<file path="src/rtl/scq_pkg.sv">
// ----------------------------------------------------------------------------
// scq_pkg
// Shared types, constants and codes of the two-class oldest-first queue.
// ----------------------------------------------------------------------------
package scq_pkg;

  localparam int CLASS_DEPTH = 16;
  localparam int TOKEN_BITS  = 32;

  localparam int IDX_W     = $clog2(CLASS_DEPTH);
  localparam int CNT_W     = $clog2(CLASS_DEPTH + 1);
  localparam int STAMP_MOD = 4 * CLASS_DEPTH;
  localparam int STAMP_W   = $clog2(STAMP_MOD);
  localparam int ENTRY_W   = STAMP_W + TOKEN_BITS;

  typedef logic [TOKEN_BITS-1:0] token_t;
  typedef logic [IDX_W-1:0]      idx_t;
  typedef logic [CNT_W-1:0]      cnt_t;
  typedef logic [STAMP_W-1:0]    stamp_t;

  typedef enum logic [2:0] {
    OP_ENQUEUE  = 3'd0,
    OP_DEQ_ANY  = 3'd1,
    OP_DEQ_FIRST  = 3'd2,
    OP_DEQ_SECOND = 3'd3,
    OP_QUERY    = 3'd4
  } op_e;

  typedef enum logic [1:0] {
    ST_OK       = 2'd0,
    ST_EMPTY    = 2'd1,
    ST_NO_CLASS = 2'd2,
    ST_FULL     = 2'd3
  } status_e;

  typedef struct packed {
    logic [2:0] operation;
    logic       item_class;
    token_t     item_token;
  } req_t;

  typedef struct packed {
    token_t     served_token;
    logic       served_class;
    logic [1:0] status;
    logic       all_empty;
  } rsp_t;

  // Handshake between the sequencer and the queue core.
  typedef struct packed {
    logic rd_en;
    logic commit;
  } ctrl_t;

endpackage

</file>
<file path="src/rtl/scq_if.sv">
// ----------------------------------------------------------------------------
// scq_req_if / scq_rsp_if
// Valid/ready channels for requests and results of the queue.
// ----------------------------------------------------------------------------
interface scq_req_if;
  logic                valid;
  logic                ready;
  logic [2:0]          operation;
  logic                item_class;
  scq_pkg::token_t     item_token;

  modport source (output valid, operation, item_class, item_token, input ready);
  modport sink   (input valid, operation, item_class, item_token, output ready);
endinterface

interface scq_rsp_if;
  logic                valid;
  logic                ready;
  scq_pkg::token_t     served_token;
  logic                served_class;
  logic [1:0]          status;
  logic                all_empty;

  modport source (output valid, served_token, served_class, status, all_empty,
                  input ready);
  modport sink   (input valid, served_token, served_class, status, all_empty,
                  output ready);
endinterface

</file>
<file path="src/rtl/scq_ram.sv">
// ----------------------------------------------------------------------------
// scq_ram
// Generic single-write, single-read RAM with a registered read port.
// ----------------------------------------------------------------------------
module scq_ram #(
  parameter int DEPTH = 16,
  parameter int WIDTH = 8
) (
  input  logic                     clk_i,
  input  logic                     we_i,
  input  logic [$clog2(DEPTH)-1:0] waddr_i,
  input  logic [WIDTH-1:0]         wdata_i,
  input  logic                     re_i,
  input  logic [$clog2(DEPTH)-1:0] raddr_i,
  output logic [WIDTH-1:0]         rdata_o
);

  logic [WIDTH-1:0] mem [DEPTH];

  always_ff @(posedge clk_i) begin
    if (we_i) begin
      mem[waddr_i] <= wdata_i;
    end
  end

  always_ff @(posedge clk_i) begin
    if (re_i) begin
      rdata_o <= mem[raddr_i];
    end
  end

endmodule

</file>
<file path="src/rtl/scq_core.sv">
// ----------------------------------------------------------------------------
// scq_core
// Class memories, ring pointers, fill counts and the arrival stamp, with the
// per-operation decision and write-back.
// ----------------------------------------------------------------------------
module scq_core (
  input  logic            clk_i,
  input  logic            rst_ni,
  input  scq_pkg::ctrl_t  ctrl_i,
  input  scq_pkg::req_t   req_i,
  output scq_pkg::rsp_t   rsp_o
);

  localparam scq_pkg::cnt_t DEPTH_CNT = scq_pkg::CNT_W'(scq_pkg::CLASS_DEPTH);
  localparam logic [scq_pkg::IDX_W:0] DEPTH_SUM =
    (scq_pkg::IDX_W + 1)'(scq_pkg::CLASS_DEPTH);
  localparam scq_pkg::idx_t LAST_IDX = scq_pkg::IDX_W'(scq_pkg::CLASS_DEPTH - 1);
  localparam scq_pkg::stamp_t LAST_STAMP =
    scq_pkg::STAMP_W'(scq_pkg::STAMP_MOD - 1);
  localparam logic [scq_pkg::STAMP_W:0] STAMP_MOD_X =
    (scq_pkg::STAMP_W + 1)'(scq_pkg::STAMP_MOD);
  localparam logic [scq_pkg::STAMP_W:0] STAMP_HALF =
    (scq_pkg::STAMP_W + 1)'(scq_pkg::STAMP_MOD / 2);

  scq_pkg::idx_t   head0_q, head0_d, head1_q, head1_d;
  scq_pkg::cnt_t   cnt0_q, cnt0_d, cnt1_q, cnt1_d;
  scq_pkg::stamp_t stamp_q, stamp_d;

  logic [scq_pkg::ENTRY_W-1:0] rdata0, rdata1, wdata;
  logic                        we0, we1;
  scq_pkg::idx_t               waddr;

  scq_pkg::token_t tok0, tok1;
  scq_pkg::stamp_t hstamp0, hstamp1;

  logic                        empty0, empty1;
  logic                        pop0, pop1, pick;
  logic [1:0]                  status;
  logic [scq_pkg::IDX_W:0]     tail_sum;
  scq_pkg::idx_t               tail0, tail1;
  logic [scq_pkg::STAMP_W:0]   diff;
  logic                        older0;

  assign {hstamp0, tok0} = rdata0;
  assign {hstamp1, tok1} = rdata1;

  assign empty0 = (cnt0_q == '0);
  assign empty1 = (cnt1_q == '0);

  // Wrap-aware age: stamp of class 0 is older when the modular difference
  // lies in the upper half of the stamp range.
  always_comb begin
    if (hstamp0 >= hstamp1) begin
      diff = {1'b0, hstamp0} - {1'b0, hstamp1};
    end else begin
      diff = {1'b0, hstamp0} + STAMP_MOD_X - {1'b0, hstamp1};
    end
    older0 = (diff >= STAMP_HALF);
  end

  always_comb begin
    tail_sum = {1'b0, head0_q} + {1'b0, cnt0_q[scq_pkg::IDX_W-1:0]};
    tail0 = (tail_sum >= DEPTH_SUM) ? scq_pkg::IDX_W'(tail_sum - DEPTH_SUM)
                                    : tail_sum[scq_pkg::IDX_W-1:0];
  end

  always_comb begin
    logic [scq_pkg::IDX_W:0] sum1;
    sum1 = {1'b0, head1_q} + {1'b0, cnt1_q[scq_pkg::IDX_W-1:0]};
    tail1 = (sum1 >= DEPTH_SUM) ? scq_pkg::IDX_W'(sum1 - DEPTH_SUM)
                                : sum1[scq_pkg::IDX_W-1:0];
  end

  always_comb begin
    we0    = 1'b0;
    we1    = 1'b0;
    pop0   = 1'b0;
    pop1   = 1'b0;
    pick   = 1'b0;
    status = scq_pkg::ST_OK;
    case (req_i.operation)
      scq_pkg::OP_ENQUEUE: begin
        if (req_i.item_class) begin
          if (cnt1_q == DEPTH_CNT) begin
            status = scq_pkg::ST_FULL;
          end else begin
            we1 = 1'b1;
          end
        end else begin
          if (cnt0_q == DEPTH_CNT) begin
            status = scq_pkg::ST_FULL;
          end else begin
            we0 = 1'b1;
          end
        end
      end
      scq_pkg::OP_DEQ_ANY: begin
        if (empty0 && empty1) begin
          status = scq_pkg::ST_EMPTY;
        end else begin
          if (empty1) begin
            pick = 1'b0;
          end else if (empty0) begin
            pick = 1'b1;
          end else begin
            pick = !older0;
          end
          pop0 = !pick;
          pop1 = pick;
        end
      end
      scq_pkg::OP_DEQ_FIRST: begin
        if (empty0) begin
          status = scq_pkg::ST_NO_CLASS;
        end else begin
          pop0 = 1'b1;
        end
      end
      scq_pkg::OP_DEQ_SECOND: begin
        if (empty1) begin
          status = scq_pkg::ST_NO_CLASS;
        end else begin
          pick = 1'b1;
          pop1 = 1'b1;
        end
      end
      scq_pkg::OP_QUERY: begin
        status = (empty0 && empty1) ? scq_pkg::ST_EMPTY : scq_pkg::ST_OK;
      end
      default: begin
      end
    endcase
  end

  always_comb begin
    head0_d  = head0_q;
    head1_d  = head1_q;
    cnt0_d   = cnt0_q;
    cnt1_d   = cnt1_q;
    stamp_d  = stamp_q;
    if (pop0) begin
      head0_d = (head0_q == LAST_IDX) ? '0 : head0_q + 1'b1;
      cnt0_d  = cnt0_q - 1'b1;
    end
    if (pop1) begin
      head1_d = (head1_q == LAST_IDX) ? '0 : head1_q + 1'b1;
      cnt1_d  = cnt1_q - 1'b1;
    end
    if (we0) begin
      cnt0_d = cnt0_q + 1'b1;
    end
    if (we1) begin
      cnt1_d = cnt1_q + 1'b1;
    end
    if (we0 || we1) begin
      stamp_d = (stamp_q == LAST_STAMP) ? '0 : stamp_q + 1'b1;
    end
  end

  assign wdata = {stamp_q, req_i.item_token};
  assign waddr = req_i.item_class ? tail1 : tail0;

  always_comb begin
    rsp_o.served_token = '0;
    if (pop0) begin
      rsp_o.served_token = tok0;
    end else if (pop1) begin
      rsp_o.served_token = tok1;
    end
    rsp_o.served_class = pick && (pop0 || pop1);
    rsp_o.status       = status;
    rsp_o.all_empty    = (cnt0_d == '0) && (cnt1_d == '0);
  end

  always_ff @(posedge clk_i or negedge rst_ni) begin
    if (!rst_ni) begin
      head0_q <= '0;
      head1_q <= '0;
      cnt0_q  <= '0;
      cnt1_q  <= '0;
      stamp_q <= '0;
    end else if (ctrl_i.commit) begin
      head0_q <= head0_d;
      head1_q <= head1_d;
      cnt0_q  <= cnt0_d;
      cnt1_q  <= cnt1_d;
      stamp_q <= stamp_d;
    end
  end

  // Both heads are read when a request is taken; writes land only at commit,
  // which always precedes the next read.
  scq_ram #(
    .DEPTH (scq_pkg::CLASS_DEPTH),
    .WIDTH (scq_pkg::ENTRY_W)
  ) u_ram_first (
    .clk_i   (clk_i),
    .we_i    (we0 && ctrl_i.commit),
    .waddr_i (waddr),
    .wdata_i (wdata),
    .re_i    (ctrl_i.rd_en),
    .raddr_i (head0_q),
    .rdata_o (rdata0)
  );

  scq_ram #(
    .DEPTH (scq_pkg::CLASS_DEPTH),
    .WIDTH (scq_pkg::ENTRY_W)
  ) u_ram_second (
    .clk_i   (clk_i),
    .we_i    (we1 && ctrl_i.commit),
    .waddr_i (waddr),
    .wdata_i (wdata),
    .re_i    (ctrl_i.rd_en),
    .raddr_i (head1_q),
    .rdata_o (rdata1)
  );

endmodule

</file>
<file path="src/rtl/two_class_fifo_oldest_first_top.sv">
// ----------------------------------------------------------------------------
// two_class_fifo_oldest_first_top
// Two-class oldest-first queue with one result per request.
// ----------------------------------------------------------------------------
// Each request runs in two steps: on acceptance the head entries of both
// class memories are read into their registered read ports; in the execute
// state the operation is decided, the memory write and pointer updates are
// committed and the result is loaded into the output register. A new request
// is taken only after the previous one has committed. A finished result waits
// in the output register while the next request is already taken; the execute
// state of that request stretches until the output register frees up.
// ----------------------------------------------------------------------------
module two_class_fifo_oldest_first_top (
  input  logic      clk_i,
  input  logic      rst_ni,
  scq_req_if.sink   req_i,
  scq_rsp_if.source rsp_o
);

  typedef enum logic [1:0] {
    S_IDLE = 2'b01,
    S_EXEC = 2'b10
  } state_e;

  state_e          state_q, state_d;
  scq_pkg::req_t   req_q;
  scq_pkg::rsp_t   result, out_q;
  scq_pkg::ctrl_t  ctrl;
  logic            out_valid_q;
  logic            out_free;
  logic            accept;

  assign req_i.ready = (state_q == S_IDLE);
  assign accept      = req_i.valid && req_i.ready;
  assign out_free    = !out_valid_q || rsp_o.ready;

  assign ctrl.rd_en  = accept;
  assign ctrl.commit = (state_q == S_EXEC) && out_free;

  always_comb begin
    state_d = state_q;
    case (state_q)
      S_IDLE: begin
        if (accept) begin
          state_d = S_EXEC;
        end
      end
      S_EXEC: begin
        if (out_free) begin
          state_d = S_IDLE;
        end
      end
      default: begin
        state_d = S_IDLE;
      end
    endcase
  end

  always_ff @(posedge clk_i or negedge rst_ni) begin
    if (!rst_ni) begin
      state_q     <= S_IDLE;
      out_valid_q <= 1'b0;
    end else begin
      state_q <= state_d;
      if (ctrl.commit) begin
        out_valid_q <= 1'b1;
      end else if (rsp_o.ready) begin
        out_valid_q <= 1'b0;
      end
    end
  end

  always_ff @(posedge clk_i) begin
    if (accept) begin
      req_q.operation  <= req_i.operation;
      req_q.item_class <= req_i.item_class;
      req_q.item_token <= req_i.item_token;
    end
    if (ctrl.commit) begin
      out_q <= result;
    end
  end

  scq_core u_core (
    .clk_i  (clk_i),
    .rst_ni (rst_ni),
    .ctrl_i (ctrl),
    .req_i  (req_q),
    .rsp_o  (result)
  );

  assign rsp_o.valid        = out_valid_q;
  assign rsp_o.served_token = out_q.served_token;
  assign rsp_o.served_class = out_q.served_class;
  assign rsp_o.status       = out_q.status;
  assign rsp_o.all_empty    = out_q.all_empty;

endmodule
</file>
<file path="src/flat_wrapper.sv">
// flat-port wrapper written by rule: the top's interface ports become plain ports
module two_class_fifo_oldest_first_top_flat 
  (clk_i, rst_ni, req_i_valid, req_i_operation, req_i_item_class, req_i_item_token, req_i_ready, rsp_o_valid, rsp_o_served_token, rsp_o_served_class, rsp_o_status, rsp_o_all_empty, rsp_o_ready);
  scq_req_if req_i_i ();
  scq_rsp_if rsp_o_i ();
  input  logic clk_i;
  input  logic rst_ni;
  input wire logic [$bits(req_i_i.valid)-1:0] req_i_valid;
  input wire logic [$bits(req_i_i.operation)-1:0] req_i_operation;
  input wire logic [$bits(req_i_i.item_class)-1:0] req_i_item_class;
  input wire logic [$bits(req_i_i.item_token)-1:0] req_i_item_token;
  output wire logic [$bits(req_i_i.ready)-1:0] req_i_ready;
  output wire logic [$bits(rsp_o_i.valid)-1:0] rsp_o_valid;
  output wire logic [$bits(rsp_o_i.served_token)-1:0] rsp_o_served_token;
  output wire logic [$bits(rsp_o_i.served_class)-1:0] rsp_o_served_class;
  output wire logic [$bits(rsp_o_i.status)-1:0] rsp_o_status;
  output wire logic [$bits(rsp_o_i.all_empty)-1:0] rsp_o_all_empty;
  input wire logic [$bits(rsp_o_i.ready)-1:0] rsp_o_ready;
  assign req_i_i.valid = req_i_valid;
  assign req_i_i.operation = req_i_operation;
  assign req_i_i.item_class = req_i_item_class;
  assign req_i_i.item_token = req_i_item_token;
  assign req_i_ready = req_i_i.ready;
  assign rsp_o_valid = rsp_o_i.valid;
  assign rsp_o_served_token = rsp_o_i.served_token;
  assign rsp_o_served_class = rsp_o_i.served_class;
  assign rsp_o_status = rsp_o_i.status;
  assign rsp_o_all_empty = rsp_o_i.all_empty;
  assign rsp_o_i.ready = rsp_o_ready;
  two_class_fifo_oldest_first_top u_core (.clk_i(clk_i), .rst_ni(rst_ni), .req_i(req_i_i), .rsp_o(rsp_o_i));
endmodule
</file>
<file path="config.mk">
export PLATFORM = sky130hd
export DESIGN_NAME = two_class_fifo_oldest_first_top_flat
export DESIGN_NICKNAME = d
export VERILOG_FILES = /design/src/rtl/scq_pkg.sv /design/src/rtl/scq_if.sv /design/src/rtl/scq_ram.sv /design/src/rtl/scq_core.sv /design/src/rtl/two_class_fifo_oldest_first_top.sv /design/src/flat_wrapper.sv
export SDC_FILE = /design/constraint.sdc
export NUM_CORES = 1
export LEC_CHECK = 0
export BUFFER_PORTS_ARGS = -buffer_cell sky130_fd_sc_hd__buf_2
export CAP_MARGIN = 10
export CORE_ASPECT_RATIO = 2
export CORE_MARGIN = 4
export CORE_UTILIZATION = 60
export CTS_CLUSTER_SIZE = 8
export DETAILED_ROUTE_END_ITERATION = 6
export HOLD_SLACK_MARGIN = 0.1
export PLACE_DENSITY = 0.77
export SYNTH_ARGS = -nofsm -noshare
export SYNTH_HDL_FRONTEND = slang
export SYNTH_SLANG_ARGS = --single-unit
</file>
<file path="constraint.sdc">
create_clock -name clk_i -period 11.5 [get_ports clk_i]
set_clock_uncertainty 0.15 [all_clocks]
set_input_delay 1.15 -clock clk_i [delete_from_list [all_inputs] [get_ports clk_i]]
set_output_delay 1.15 -clock clk_i [all_outputs]
set_load 0.01 [all_outputs]
</file>
==> reports/metrics.yaml <==
run_status:
  run_status: "finished, final reports clean"
place:
  gp_routability_congestion: 0.834
  place.port_buffers: 77
  dpl.hpwl_mm: 70.0
  placed_cell_area_um2: 55000
  placed_cells_incl_taps: 3414
sta:
  max_slew.worst_pin.slew_ps: 1310
  final-setup-viol-count: 0
  slew-limit-headroom_pct: 12.9
  report.final.hold_viol_count: 0
  slew_viol_final: 0
  clock.fmax_ghz: 0.197
  final.setup.tns_ps: 0
  grt_setup_unrepaired: "false"
  final.period_utilization_pct: 44.2
  period_needed_ps: 5080
detailed_routing:
  num_vias: 25500
  drc_errors: 0
  wl_per_cell_um: 35.7
  drt-total-wl_mm: 132
  initialDrtViolationCount: 3623
  route.antenna.remaining_nets: 0
  detailedRoute.firstPassIterationCount: 5
  detail_route.vias_per_cell: 6.90
setup_path:
  cp_slowest_stage_delay_ps: 840
  cp_cell_sequence: "buf_4 -> ha_1 -> a21o_1 -> a21oi_1 -> xnor2_1 -> nand2_1 -> o21a_1 -> nand2_1 -> nor2_4 -> buf_4"
  setup.worst_path.class: "reg2reg"
  startpoint_of_the_most_critical_setup_path: "u_core.u_core.head1_q[1]"
  cp_data_arrival_time_ps: 5340
  slowest_stage: "dfrtp_4"
  critPathCaptureType: "register"
  critical_path.top_delay_family: "buffers and inverters"
  critPathBufInv: 2
  worst_ep_required_time_ps: 11760
  crit-reg2reg-launch: "u_core.u_core.head1_q[1]"
  critical_path.max_fanout: 62
  critPathLaunchType: "register"
clocking:
  htree_levels: 4
  post_cts.resized_instances: 0
  cts_buffer_depth: 3
  cts.sinks: 1391
  tritoncts: "yes"
  cts-hold-fix-buffers: 0
  worst_skew_pair.late_latency_ps: 780
  numCtsBuffers: 192
  cts.root.buffer_cell: "clkbuf_16"
  number_of_buffers_inserted_to_repair_setup_after_cts: 0
  clk_pin_slew_worst_paths_ps: 50
synth:
  number_of_synthesized_flops_with_an_enable_pin: 1364
  synth_area_leader_cell: "edfxtp_1"
  ys_types: 66
  synth_warn: 0
  post_synth.cell_area_avg_um2: 23.7
  yosysSeqAreaShare_pct: 78.6
  synth.area.top_cells: "edfxtp_1 77%, mux4_2 16%, dfrtp_1 1.2%"
  synth_top_area_share_pct: 77.4
  syn_nets: 2293
  netlist_area_um2: 53000
  synth_seq_cells: 1391
  asyncSetResetFlopFracSynth_pct: 1.94
  dominantRegCellSynth: "edfxtp_1"
  synth_cells: 2230
layout:
  most_common_library_cell_in_the_layout_ignoring_fill_and_taps: "edfxtp_1"
  drive_gt1_share_pct: 31.5
  fin_nets: 2517
  design_area_um2: 60500
  fillers: 4962
  flow.area_growth_from_synthesis_pct: 14.3
  layout.cells.most_common_list: "1,364 x edfxtp_1, 380 x mux4_2, 192 x clkbuf_16"
  stdcell_count: 3692
power_and_ir_drop:
  p_leak_uw: 0.0191
  share_clk_of_total_power_pct: 37.5
  power.ir.vdd_worst_mv: 0.195
  pwr-share-comb_pct: 17.9
  internal_power_uw: 10000
  sequential_share_of_power_pct: 44.6
  power.density_cell_area_nw_per_um2: 224
  switching_part_of_the_total_pct: 26.1
  power_switching_uw: 3540
die:
  chipHeight_um: 428
  floorplan.core_area_um2: 87300
  fp-row-count: 153
  floorplan_die_area_um2: 93400
  initial_utilization_pct: 60.7
  io_pins: 78
  floorplan.die.width_um: 218
grt:
  global_route_wire_length_before_repair_mm: 192
  grt_max_degree: 65
  first_global_vias: 26500
  antenna_found_initial: 6
  grt_util_all_layers_pct: 28.8
  globalRouteOverflowTotal: 0
job:
  maxCapViolations: 0
worst_hold_path:
  min-delay-path-class: "in2async"
-- worst register-to-register path: stages (launching register included) --
cell	delay (ps)
dfrtp_4	840
buf_4	820
ha_1	420
a21o_1	190
a21oi_1	190
xnor2_1	100
nand2_1	100
o21a_1	170
nand2_1	470
nor2_4	720
buf_4	500
-- cell usage after synthesis (15+ instances only) --
library cell and number:
nand2_1 44, dfrtp_1 26, inv_1 23, a22o_1 33, edfxtp_1 1364, mux4_2 380, buf_2 31, ha_1 20
clkbuf_1 64, nor2_1 51, o21ai_0 25, buf_1 15, a21oi_1 15
-- routing by layer --
| metal | GRT usage (%) | routed length, um | vias up |
|---|---|---|---|
| met2 | 49.7 | 71300 | 1801 |
| met3 | 5.67 | 11500 | 290 |
| met1 | 37.2 | 44200 | 13400 |
| met5 | 0 | 21 | - |
| met4 | 9.78 | 4780 | 4 |
| li1 | - | - | 9930 |
-- power groups by stage --
stage	clock network [uW]	registers (uW)	logic [uW]
finish	5080	6040	2430
global route	5390	6050	2570
CTS	5130	6050	2430
detailed placement	0	6140	2370
global placement	0	6130	2310
floorplan	0	5960	1830
-- logic make-up (layout without fill, tap and decap cells) --
| logic type | after synthesis | after routing | synth area share (%) |
|---|---|---|---|
| flops | 1391 | 1391 | 78.6 |
| simple gates | 154 | 154 | 1.45 |
| mux | 385 | 385 | 16.3 |
| fa+ha+maj | 23 | 23 | 0.586 |
| buf+inv | 136 | 431 | 1.07 |
| xor+xnor | 20 | 20 | 0.331 |
| compound gates | 121 | 121 | 1.67 |
| other cells | 0 | 5 | 0 |
-- cell type report --
type                       count  area (um2)  share of cell area, %
antenna                        5        12.5                 0.0207
clock buffer                 248        5010                   8.28
clock inverter                17         284                  0.469
inverter                      23        86.3                  0.143
multi-input combinational    703       11000                   18.2
sequential                  1391       41700                   68.8
tap                         1162        1450                   2.40
timing repair buffer         143        1040                   1.72
-- registers in the layout, summed over array words and instances, names as in the netlist, 2 cells and up --
signal,count
u_core.rsp_o.served_token,32
u_core.req_q,36
u_core.u_core.cnt1_q,5
u_core.u_core.u_ram_second.rdata_o,38
u_core.u_core.u_ram_second.mem,608
u_core.rsp_o.status,2
u_core.u_core.u_ram_first.rdata_o,38
u_core.u_core.cnt0_q,5
u_core.state_q,2
u_core.u_core.u_ram_first.mem,608
u_core.u_core.stamp_q,6
u_core.u_core.head0_q,4
u_core.u_core.head1_q,4
-- path summary, 6_finish.rpt --
kind | endpoint | slack, ps | cells past startpoint
setup / recovery | u_core.u_core.u_ram_second.mem[14][1] | 6420 | 10
hold / removal | u_core.rsp_o.valid | 320 | 1
setup reg to reg | u_core.u_core.u_ram_second.mem[14][1] | 6420 | 10
hold reg to reg | u_core.rsp_o.valid | 360 | 2
max in group asynchronous | u_core.u_core.head0_q[2] | 10240 | 1
min in group clk_i | u_core.rsp_o.valid | 360 | 2
-- stage by stage --
step | total power [uW] | setup WS, ps | utilization (%) | hold WS, ps
final | 13600 | 6420 | 69.4 | 319
after detailed placement | 8500 | 6530 | 63.0 | 350
after global placement | 8440 | 6630 | 63.0 | 327
after CTS | 13600 | 6430 | 69.1 | 283
after global routing | 14000 | 6200 | 69.3 | 318
after floorplan | 7790 | 7080 | - | 318
(Power assumes the default switching activity.)
